--- src/rtl/cfws_pkg.sv ---
// shared types and constants for the circular fifo with search
`default_nettype none

package cfws_pkg;

  localparam int DataW        = 32;
  localparam int DepthDefault = 16;

  typedef enum logic [1:0] {
    OP_ENQUEUE = 2'd0,
    OP_DEQUEUE = 2'd1,
    OP_SEARCH  = 2'd2,
    OP_CLEAR   = 2'd3
  } op_e;

  typedef enum logic [1:0] {
    ERR_OK    = 2'd0,
    ERR_FULL  = 2'd1,
    ERR_EMPTY = 2'd2
  } err_e;

  typedef struct packed {
    logic enq;
    logic deq;
    logic srch;
    logic clr;
    logic load_imm;
    logic pop_done;
    logic srch_step;
    logic srch_done;
  } ctl_cmd_t;

  typedef struct packed {
    logic out_busy;
    logic empty;
    logic last_one;
    logic hit;
    logic left_zero;
  } ctl_sts_t;

endpackage

`default_nettype wire

--- src/rtl/circular_fifo_with_search_core.sv ---
// top level of the circular fifo with search
`default_nettype none

// Ring-buffer queue of signed 32-bit words, up to DEPTH entries, one result per
// input transfer. Enqueue, clear, a refused push or pop and a search of an empty
// queue load their result at the edge that takes the item. A dequeue that
// leaves entries behind first passes through a pop state, since the new head
// word comes from the single registered read port of the storage. A search
// walks the queued entries through that same read port, one per cycle, and
// stops at the first match or after the last entry. One item is in work at a
// time; while a result waits in the output register the input is stalled, and
// the next item is taken no earlier than the edge at which that result is
// transferred. Reset clears no storage, and clear only resets pointers and count.
module circular_fifo_with_search_core #(
  parameter int DEPTH = cfws_pkg::DepthDefault
) (
  input  logic                              clk_i,
  input  logic                              rst_ni,
  input  logic                              in_valid_i,
  output logic                              in_stall_o,
  input  logic [1:0]                        op_i,
  input  logic signed [cfws_pkg::DataW-1:0] value_i,
  output logic                              out_valid_o,
  input  logic                              out_stall_i,
  output logic signed [cfws_pkg::DataW-1:0] data_out_o,
  output logic                              found_o,
  output logic [1:0]                        error_code_o,
  output logic [$clog2(DEPTH+1)-1:0]        entry_count_o,
  output logic                              is_empty_o,
  output logic                              is_full_o,
  output logic signed [cfws_pkg::DataW-1:0] head_value_o
);
  import cfws_pkg::*;

  ctl_cmd_t cmd;
  ctl_sts_t sts;

  cfws_ctrl u_ctrl (
    .clk_i      (clk_i),
    .rst_ni     (rst_ni),
    .in_valid_i (in_valid_i),
    .op_i       (op_i),
    .sts_i      (sts),
    .in_stall_o (in_stall_o),
    .cmd_o      (cmd)
  );

  cfws_dp #(
    .DEPTH (DEPTH)
  ) u_dp (
    .clk_i         (clk_i),
    .rst_ni        (rst_ni),
    .cmd_i         (cmd),
    .sts_o         (sts),
    .value_i       (value_i),
    .out_valid_o   (out_valid_o),
    .out_stall_i   (out_stall_i),
    .data_out_o    (data_out_o),
    .found_o       (found_o),
    .error_code_o  (error_code_o),
    .entry_count_o (entry_count_o),
    .is_empty_o    (is_empty_o),
    .is_full_o     (is_full_o),
    .head_value_o  (head_value_o)
  );

`ifndef NO_ASSERTIONS
  a_full_err_keeps_full : assert property (@(posedge clk_i) disable iff (!rst_ni)
    out_valid_o && (error_code_o == ERR_FULL) |-> is_full_o)
    else $error("refused push did not leave the queue full");

  a_empty_err_keeps_empty : assert property (@(posedge clk_i) disable iff (!rst_ni)
    out_valid_o && (error_code_o == ERR_EMPTY) |-> is_empty_o && (data_out_o == '0))
    else $error("refused pop did not leave the queue empty");

  a_no_load_while_busy : assert property (@(posedge clk_i) disable iff (!rst_ni)
    sts.out_busy |-> !(cmd.load_imm || cmd.pop_done || cmd.srch_done))
    else $error("result register overwritten while a transfer waits");

  a_found_only_when_queued : assert property (@(posedge clk_i) disable iff (!rst_ni)
    out_valid_o && found_o |-> !is_empty_o)
    else $error("search hit reported on an empty queue");
`endif

endmodule

`default_nettype wire

--- src/rtl/cfws_ctrl.sv ---
// controller state machine for the circular fifo with search
`default_nettype none

module cfws_ctrl (
  input  logic                clk_i,
  input  logic                rst_ni,
  input  logic                in_valid_i,
  input  logic [1:0]          op_i,
  input  cfws_pkg::ctl_sts_t  sts_i,
  output logic                in_stall_o,
  output cfws_pkg::ctl_cmd_t  cmd_o
);
  import cfws_pkg::*;

  typedef enum logic [1:0] {
    S_IDLE,
    S_POP,
    S_SEARCH
  } state_e;

  state_e state_q, state_d;
  logic   acc;

  always_comb begin
    state_d    = state_q;
    cmd_o      = '0;
    in_stall_o = 1'b1;
    acc        = 1'b0;
    unique case (state_q)
      S_IDLE: begin
        in_stall_o = sts_i.out_busy;
        acc        = in_valid_i && !sts_i.out_busy;
        if (acc) begin
          unique case (op_i)
            OP_ENQUEUE: begin
              cmd_o.enq      = 1'b1;
              cmd_o.load_imm = 1'b1;
            end
            OP_DEQUEUE: begin
              cmd_o.deq = 1'b1;
              if (sts_i.empty || sts_i.last_one) begin
                cmd_o.load_imm = 1'b1;
              end else begin
                state_d = S_POP;
              end
            end
            OP_SEARCH: begin
              cmd_o.srch = 1'b1;
              if (sts_i.empty) begin
                cmd_o.load_imm = 1'b1;
              end else begin
                state_d = S_SEARCH;
              end
            end
            default: begin
              cmd_o.clr      = 1'b1;
              cmd_o.load_imm = 1'b1;
            end
          endcase
        end
      end
      S_POP: begin
        cmd_o.pop_done = 1'b1;
        state_d        = S_IDLE;
      end
      S_SEARCH: begin
        if (sts_i.hit || sts_i.left_zero) begin
          cmd_o.srch_done = 1'b1;
          state_d         = S_IDLE;
        end else begin
          cmd_o.srch_step = 1'b1;
        end
      end
      default: begin
        state_d = S_IDLE;
      end
    endcase
  end

  always_ff @(posedge clk_i or negedge rst_ni) begin
    if (!rst_ni) begin
      state_q <= S_IDLE;
    end else begin
      state_q <= state_d;
    end
  end

endmodule

`default_nettype wire

--- src/rtl/cfws_dp.sv ---
// datapath of the circular fifo with search: storage, pointers and result register
`default_nettype none

module cfws_dp #(
  parameter int DEPTH = cfws_pkg::DepthDefault
) (
  input  logic                                 clk_i,
  input  logic                                 rst_ni,
  input  cfws_pkg::ctl_cmd_t                   cmd_i,
  output cfws_pkg::ctl_sts_t                   sts_o,
  input  logic signed [cfws_pkg::DataW-1:0]    value_i,
  output logic                                 out_valid_o,
  input  logic                                 out_stall_i,
  output logic signed [cfws_pkg::DataW-1:0]    data_out_o,
  output logic                                 found_o,
  output logic [1:0]                           error_code_o,
  output logic [$clog2(DEPTH+1)-1:0]           entry_count_o,
  output logic                                 is_empty_o,
  output logic                                 is_full_o,
  output logic signed [cfws_pkg::DataW-1:0]    head_value_o
);
  import cfws_pkg::*;

  localparam int AW = (DEPTH > 1) ? $clog2(DEPTH) : 1;
  localparam int CW = $clog2(DEPTH + 1);
  localparam logic [AW-1:0] LastIdx = AW'(DEPTH - 1);
  localparam logic [CW-1:0] FullCnt = CW'(DEPTH);
  localparam logic [CW-1:0] OneCnt  = CW'(1);

  function automatic logic [AW-1:0] nxt(input logic [AW-1:0] p);
    nxt = (p == LastIdx) ? '0 : p + AW'(1);
  endfunction

  logic signed [DataW-1:0] mem [DEPTH];
  logic signed [DataW-1:0] rd_data_q;
  logic [AW-1:0]           rd_addr;

  logic [AW-1:0]           head_ptr_q, head_ptr_d;
  logic [AW-1:0]           tail_ptr_q, tail_ptr_d;
  logic [CW-1:0]           count_q, count_d;
  logic signed [DataW-1:0] head_word_q, head_word_d;
  logic signed [DataW-1:0] removed_q;
  logic signed [DataW-1:0] key_q;
  logic [AW-1:0]           srch_ptr_q;
  logic [CW-1:0]           left_q;

  logic                    empty, full, hit, load, push_ok, pop_ok;
  logic signed [DataW-1:0] res_data, res_head;
  logic                    res_found;
  logic [1:0]              res_err;

  assign empty   = (count_q == '0);
  assign full    = (count_q == FullCnt);
  assign hit     = (rd_data_q == key_q);
  assign push_ok = cmd_i.enq && !full;
  assign pop_ok  = cmd_i.deq && !empty;
  assign load    = cmd_i.load_imm || cmd_i.pop_done || cmd_i.srch_done;

  assign sts_o.out_busy  = out_valid_o && out_stall_i;
  assign sts_o.empty     = empty;
  assign sts_o.last_one  = (count_q == OneCnt);
  assign sts_o.hit       = hit;
  assign sts_o.left_zero = (left_q == '0);

  always_comb begin
    if (cmd_i.deq) begin
      rd_addr = nxt(head_ptr_q);
    end else if (cmd_i.srch) begin
      rd_addr = head_ptr_q;
    end else begin
      rd_addr = srch_ptr_q;
    end
  end

  always_ff @(posedge clk_i) begin
    if (push_ok) begin
      mem[tail_ptr_q] <= value_i;
    end
    rd_data_q <= mem[rd_addr];
  end

  always_comb begin
    head_ptr_d  = head_ptr_q;
    tail_ptr_d  = tail_ptr_q;
    count_d     = count_q;
    head_word_d = head_word_q;
    if (push_ok) begin
      tail_ptr_d = nxt(tail_ptr_q);
      count_d    = count_q + OneCnt;
      if (empty) begin
        head_word_d = value_i;
      end
    end
    if (pop_ok) begin
      head_ptr_d = nxt(head_ptr_q);
      count_d    = count_q - OneCnt;
    end
    if (cmd_i.clr) begin
      head_ptr_d = '0;
      tail_ptr_d = '0;
      count_d    = '0;
    end
    if (cmd_i.pop_done) begin
      head_word_d = rd_data_q;
    end
  end

  always_comb begin
    res_data  = '0;
    res_found = 1'b0;
    res_err   = ERR_OK;
    res_head  = (count_d == '0) ? '0 : head_word_d;
    if (cmd_i.enq && full) begin
      res_err = ERR_FULL;
    end
    if (cmd_i.deq && empty) begin
      res_err = ERR_EMPTY;
    end
    if (pop_ok) begin
      res_data = head_word_q;
    end
    if (cmd_i.pop_done) begin
      res_data = removed_q;
    end
    if (cmd_i.srch_done) begin
      res_found = hit;
    end
  end

  always_ff @(posedge clk_i or negedge rst_ni) begin
    if (!rst_ni) begin
      head_ptr_q  <= '0;
      tail_ptr_q  <= '0;
      count_q     <= '0;
      out_valid_o <= 1'b0;
    end else begin
      head_ptr_q <= head_ptr_d;
      tail_ptr_q <= tail_ptr_d;
      count_q    <= count_d;
      if (load) begin
        out_valid_o <= 1'b1;
      end else if (!out_stall_i) begin
        out_valid_o <= 1'b0;
      end
    end
  end

  always_ff @(posedge clk_i) begin
    head_word_q <= head_word_d;
    if (pop_ok) begin
      removed_q <= head_word_q;
    end
    if (cmd_i.srch) begin
      key_q      <= value_i;
      srch_ptr_q <= nxt(head_ptr_q);
      left_q     <= count_q - OneCnt;
    end else if (cmd_i.srch_step) begin
      srch_ptr_q <= nxt(srch_ptr_q);
      left_q     <= left_q - OneCnt;
    end
    if (load) begin
      data_out_o    <= res_data;
      found_o       <= res_found;
      error_code_o  <= res_err;
      entry_count_o <= count_d;
      is_empty_o    <= (count_d == '0);
      is_full_o     <= (count_d == FullCnt);
      head_value_o  <= res_head;
    end
  end

endmodule

`default_nettype wire

--- config.mk ---
export PLATFORM = sky130hd
export DESIGN_NAME = circular_fifo_with_search_core
export DESIGN_NICKNAME = d
export VERILOG_FILES = /design/src/rtl/cfws_pkg.sv /design/src/rtl/circular_fifo_with_search_core.sv /design/src/rtl/cfws_ctrl.sv /design/src/rtl/cfws_dp.sv
export SDC_FILE = /design/constraint.sdc
export NUM_CORES = 1
export LEC_CHECK = 0
export BUFFER_PORTS_ARGS = -buffer_cell sky130_fd_sc_hd__buf_2
export CAP_MARGIN = 20
export CELL_PAD_IN_SITES_DETAIL_PLACEMENT = 1
export CELL_PAD_IN_SITES_GLOBAL_PLACEMENT = 1
export CORE_MARGIN = 8
export CORE_UTILIZATION = 30
export DETAILED_ROUTE_END_ITERATION = 10
export PLACE_DENSITY = 0.55
export RECOVER_POWER = 100
export SYNTH_ARGS = -nofsm -noshare
export SYNTH_HDL_FRONTEND = slang
export SYNTH_HIERARCHICAL = 1
export SYNTH_SLANG_ARGS = --single-unit
--- constraint.sdc ---
create_clock -name clk_i -period 14.6 [get_ports clk_i]
set_clock_uncertainty 0.2 [all_clocks]
set_input_delay 2.19 -clock clk_i [delete_from_list [all_inputs] [get_ports clk_i]]
set_output_delay 2.19 -clock clk_i [all_outputs]
set_load 0.01 [all_outputs]
==> out/results.ini <==
[sta]
post-route-min-period_ns = 9.46
slew_headroom = -1.30
hold_slack_ns = 0.262
timing.final.max_slew_violations = 813
setup_viol_count_final = 0
fmaxAchievable_ghz = 0.106
unrepaired_setup_endpoints_after_global_routing = no
final.period_utilization = 0.648
number_of_endpoints_with_negative_hold_slack_in_the_final_report = 0
worst_slack_ns = 5.14
finalSetupTns_ns = 0
tightestPinTransition_ns = 3.46

[cts]
worst_skew_pair.late_latency_ns = 0.63
htreeDepth = 3
root_buffer = sky130_fd_sc_hd__clkbuf_16
cts_sinks = 739
ctsHoldBuffers = 0
cts_max_path_buffers = 3
post_cts.resized_instances = 0
cts_post_setup_buffers_inserted = 0
cts_inserted_buffers = 78
clk_pin_slew_worst_paths_ns = 0.06
cts_tree = done

[worst_setup_path]
worst_path_dominant_cell_family = buffers and inverters
crit_path_end_kind = flop
worst-endpoint-arrival_ns = 9.77
worstPathCellList = buf_2 > and2_0 > nor4b_1 > and2_2 > clkbuf_1 > mux2i_1 > o21ai_0 > nor2_1 > nand2_1 > clkbuf_1 > o22ai_1 > or3_1
worstSetupPathType = primary input to flop
timing.critical_path.fanout_max = 53
crit_required_ns = 14.90
slack_of_the_worst_reg_to_reg_path_ns = 6.45
timing.critical_path.from_type = primary input
max_stage_delay_ns = 2.18
worstReg2RegEnd = u_dp/rd_data_q[25]
cp-endpoint = u_dp/rd_data_q[25]
timing.critical_path.buf_inv = 3
most_numerous_cell_on_the_critical_path = sky130_fd_sc_hd__clkbuf_1
critical_path.slowest_cell = sky130_fd_sc_hd__clkbuf_1
worstRegToRegCells = 11
regToRegStartpoint = u_dp/out_valid_o
number_of_logic_stages_on_the_critical_path_including_buffering = 12
timing.critical_path.from = out_stall_i

[global_route]
vias_in_the_first_global_route = 16113
antenna_found_initial = 12
total_congestion_overflow_after_global_routing = 0
pin_count_of_the_biggest_net_entering_global_routing = 105
grt_util_all_layers = 0.141
first_pass_grt_wire_length_um = 111000

[finish]
final_nets = 1934
final_common_cell = sky130_fd_sc_hd__edfxtp_1
syn_to_final_growth_pct = 15.5
filler_free_cell_count_of_the_finished_design = 3216
fin_util = 0.349
mostFrequentLayoutCells = sky130_fd_sc_hd__edfxtp_1, sky130_fd_sc_hd__mux2i_1, sky130_fd_sc_hd__clkbuf_1
drive_above_1_share = 0.0829
nFillCells = 9734

[logic_synthesis]
synth.net_count = 1795
synth_cell_type_count = 54
synthesis.area_um2 = 28600
syn_avg_cell_area_um2 = 16.4
synth.ff_latch_count = 739
synth-seq-area-share = 0.751
synth_warnings = 6
postSynthCellCount = 1740

[power_and_ir_drop]
max-vdd-ir-drop_v = 0.000141
leakage_nw = 11.5
power_per_cell_area_nw_per_um2 = 191

[placed_design]
dp_hpwl_um = 43900
placed_cells = 3064
gp_congestion = 0.726
post-place-ws_ns = 6.87
port_buffers = 113

[die]
die_h_um = 325
fp-row-count = 113
fp.dieArea_um2 = 105000
fp.dieW_um = 325
io-pin-count = 114
core_area_um2 = 94700
initial_utilization = 0.302

[outcome]
run_status = finished, violations left
failed_checks = max-capacitance violations, max-slew violations

[detailed_routing]
via_per_inst = 4.80
detail_route.drc_violations = 0
routed-via-count = 15427
drt-initial-drc-count = 1088
routed_wire_length_per_instance_um = 23.8
routed_wl_um = 76500
first_pass_iters = 5
antenna_left = 0

[min_path]
hp-class = flop to flop

[job]
cap_viol_max_count = 26

==> Yosys cell counts (all sizes together) <==
| master | count | share of area |
|---|---|---|
| a211oi | 4 | 0.0010 |
| a21o | 2 | 0.00052 |
| a21oi | 11 | 0.0019 |
| a311o | 1 | 0.00035 |
| a311oi | 2 | 0.00061 |
| a31oi | 1 | 0.00022 |
| and2 | 13 | 0.0029 |
| and3 | 2 | 0.00044 |
| and4b | 1 | 0.00035 |
| and4bb | 1 | 0.00044 |
| buf | 37 | 0.0070 |
| clkbuf | 52 | 0.0068 |
| clkinv | 1 | 0.00031 |
| dfrtp | 16 | 0.014 |
| dfxtp | 64 | 0.045 |
| edfxtp | 659 | 0.69 |
| ha | 17 | 0.0074 |
| inv | 46 | 0.0060 |
| mux2 | 3 | 0.0012 |
| mux2i | 296 | 0.10 |
| nand2 | 115 | 0.015 |
| nand2b | 6 | 0.0013 |
| nand3 | 4 | 0.00070 |
| nand4 | 4 | 0.00087 |
| nor2 | 56 | 0.0074 |
| nor2b | 4 | 0.00087 |
| nor3 | 10 | 0.0019 |
| nor3b | 3 | 0.00079 |
| nor4 | 14 | 0.0036 |
| nor4b | 4 | 0.0017 |
| nor4bb | 2 | 0.0012 |
| o2111ai | 2 | 0.00061 |
| o21a | 33 | 0.0087 |
| o21ai | 43 | 0.0075 |
| o221ai | 32 | 0.0098 |
| o22a | 32 | 0.0098 |
| o22ai | 64 | 0.014 |
| or2 | 2 | 0.00044 |
| or3 | 34 | 0.0074 |
| or4 | 2 | 0.00052 |
| or4b | 1 | 0.00048 |
| xnor2 | 6 | 0.0018 |
| xor2 | 38 | 0.012 |
==> per-layer routing <==
layer,track usage,routed length (µm)
met3,0.0275,3980
met1,0.184,34000
met4,0.0420,1550
met5,0,69
met2,0.236,37000
==> worst min path at each step <==
| stage | from | to | slack (ns) | cells past startpoint |
|---|---|---|---|---|
| CTS | u_dp/head_word_q[28] | u_dp/removed_q[28] | 0.26 | 0 |
| detailed placement | u_dp/head_word_q[28] | u_dp/removed_q[28] | 0.25 | 0 |
| finish | u_dp/head_word_q[28] | u_dp/removed_q[28] | 0.26 | 0 |
| floorplan | u_dp/head_word_q[0] | u_dp/removed_q[0] | 0.23 | 0 |
| global placement | u_dp/head_word_q[1] | u_dp/removed_q[1] | 0.24 | 0 |
| global route | u_dp/head_word_q[24] | u_dp/removed_q[24] | 0.27 | 0 |
==> power by group <==
part | switching [mW] | total [mW] | internal (mW) | leakage, nW
registers | 0.187 | 2.79 | 2.60 | 6.72
logic | 0.959 | 1.57 | 0.607 | 3.52
clock network | 0.818 | 1.96 | 1.14 | 1.24
==> area by class of cell <==
class | count | area [µm²] | area share
Clock inverter | 41 | 370 | 0.0112
Tap cell | 1265 | 1580 | 0.0479
Clock buffer | 103 | 2170 | 0.0656
Multi-Input combinational cell | 865 | 6640 | 0.201
Sequential cell | 739 | 21500 | 0.650
Timing Repair Buffer | 148 | 617 | 0.0187
Antenna cell | 8 | 20.0 | 0.000606
Inverter | 47 | 181 | 0.00549
==> metrics by stage <==
stage          cell area, µm²  power [mW]
2_1_floorplan           28600        3.83
3_3_place_gp            30800        4.40
3_5_place_dp            30800        4.44
4_1_cts                 33300        6.41
5_1_grt                 33000        6.60
6_report                33100        6.31
==> flip-flops by register name (all words and copies together), names as in the netlist, 32 cells and up <==
| signal | count |
|---|---|
| u_dp/data_out_o | 32 |
| u_dp/removed_q | 32 |
| u_dp/key_q | 32 |
| u_dp/head_word_q | 32 |
| u_dp/rd_data_q | 32 |
| u_dp/head_value_o | 32 |
| u_dp/mem | 512 |
==> cells by family (layout without fill, tap and decap cells) <==
group / count (synthesis) / in the layout / synth area share
buffers and inverters: 136 / 339 / 0.0202
XOR/XNOR: 44 / 44 / 0.0135
AND/OR/NAND/NOR: 278 / 278 / 0.0485
adder cells (fa/ha/maj): 17 / 17 / 0.00744
multiplexers: 299 / 299 / 0.105
other: 0 / 8 / 0
AO/OA/AOI/OAI: 227 / 227 / 0.0551
flip-flops: 739 / 739 / 0.751
Note: power is estimated with default switching activity, not from simulation.
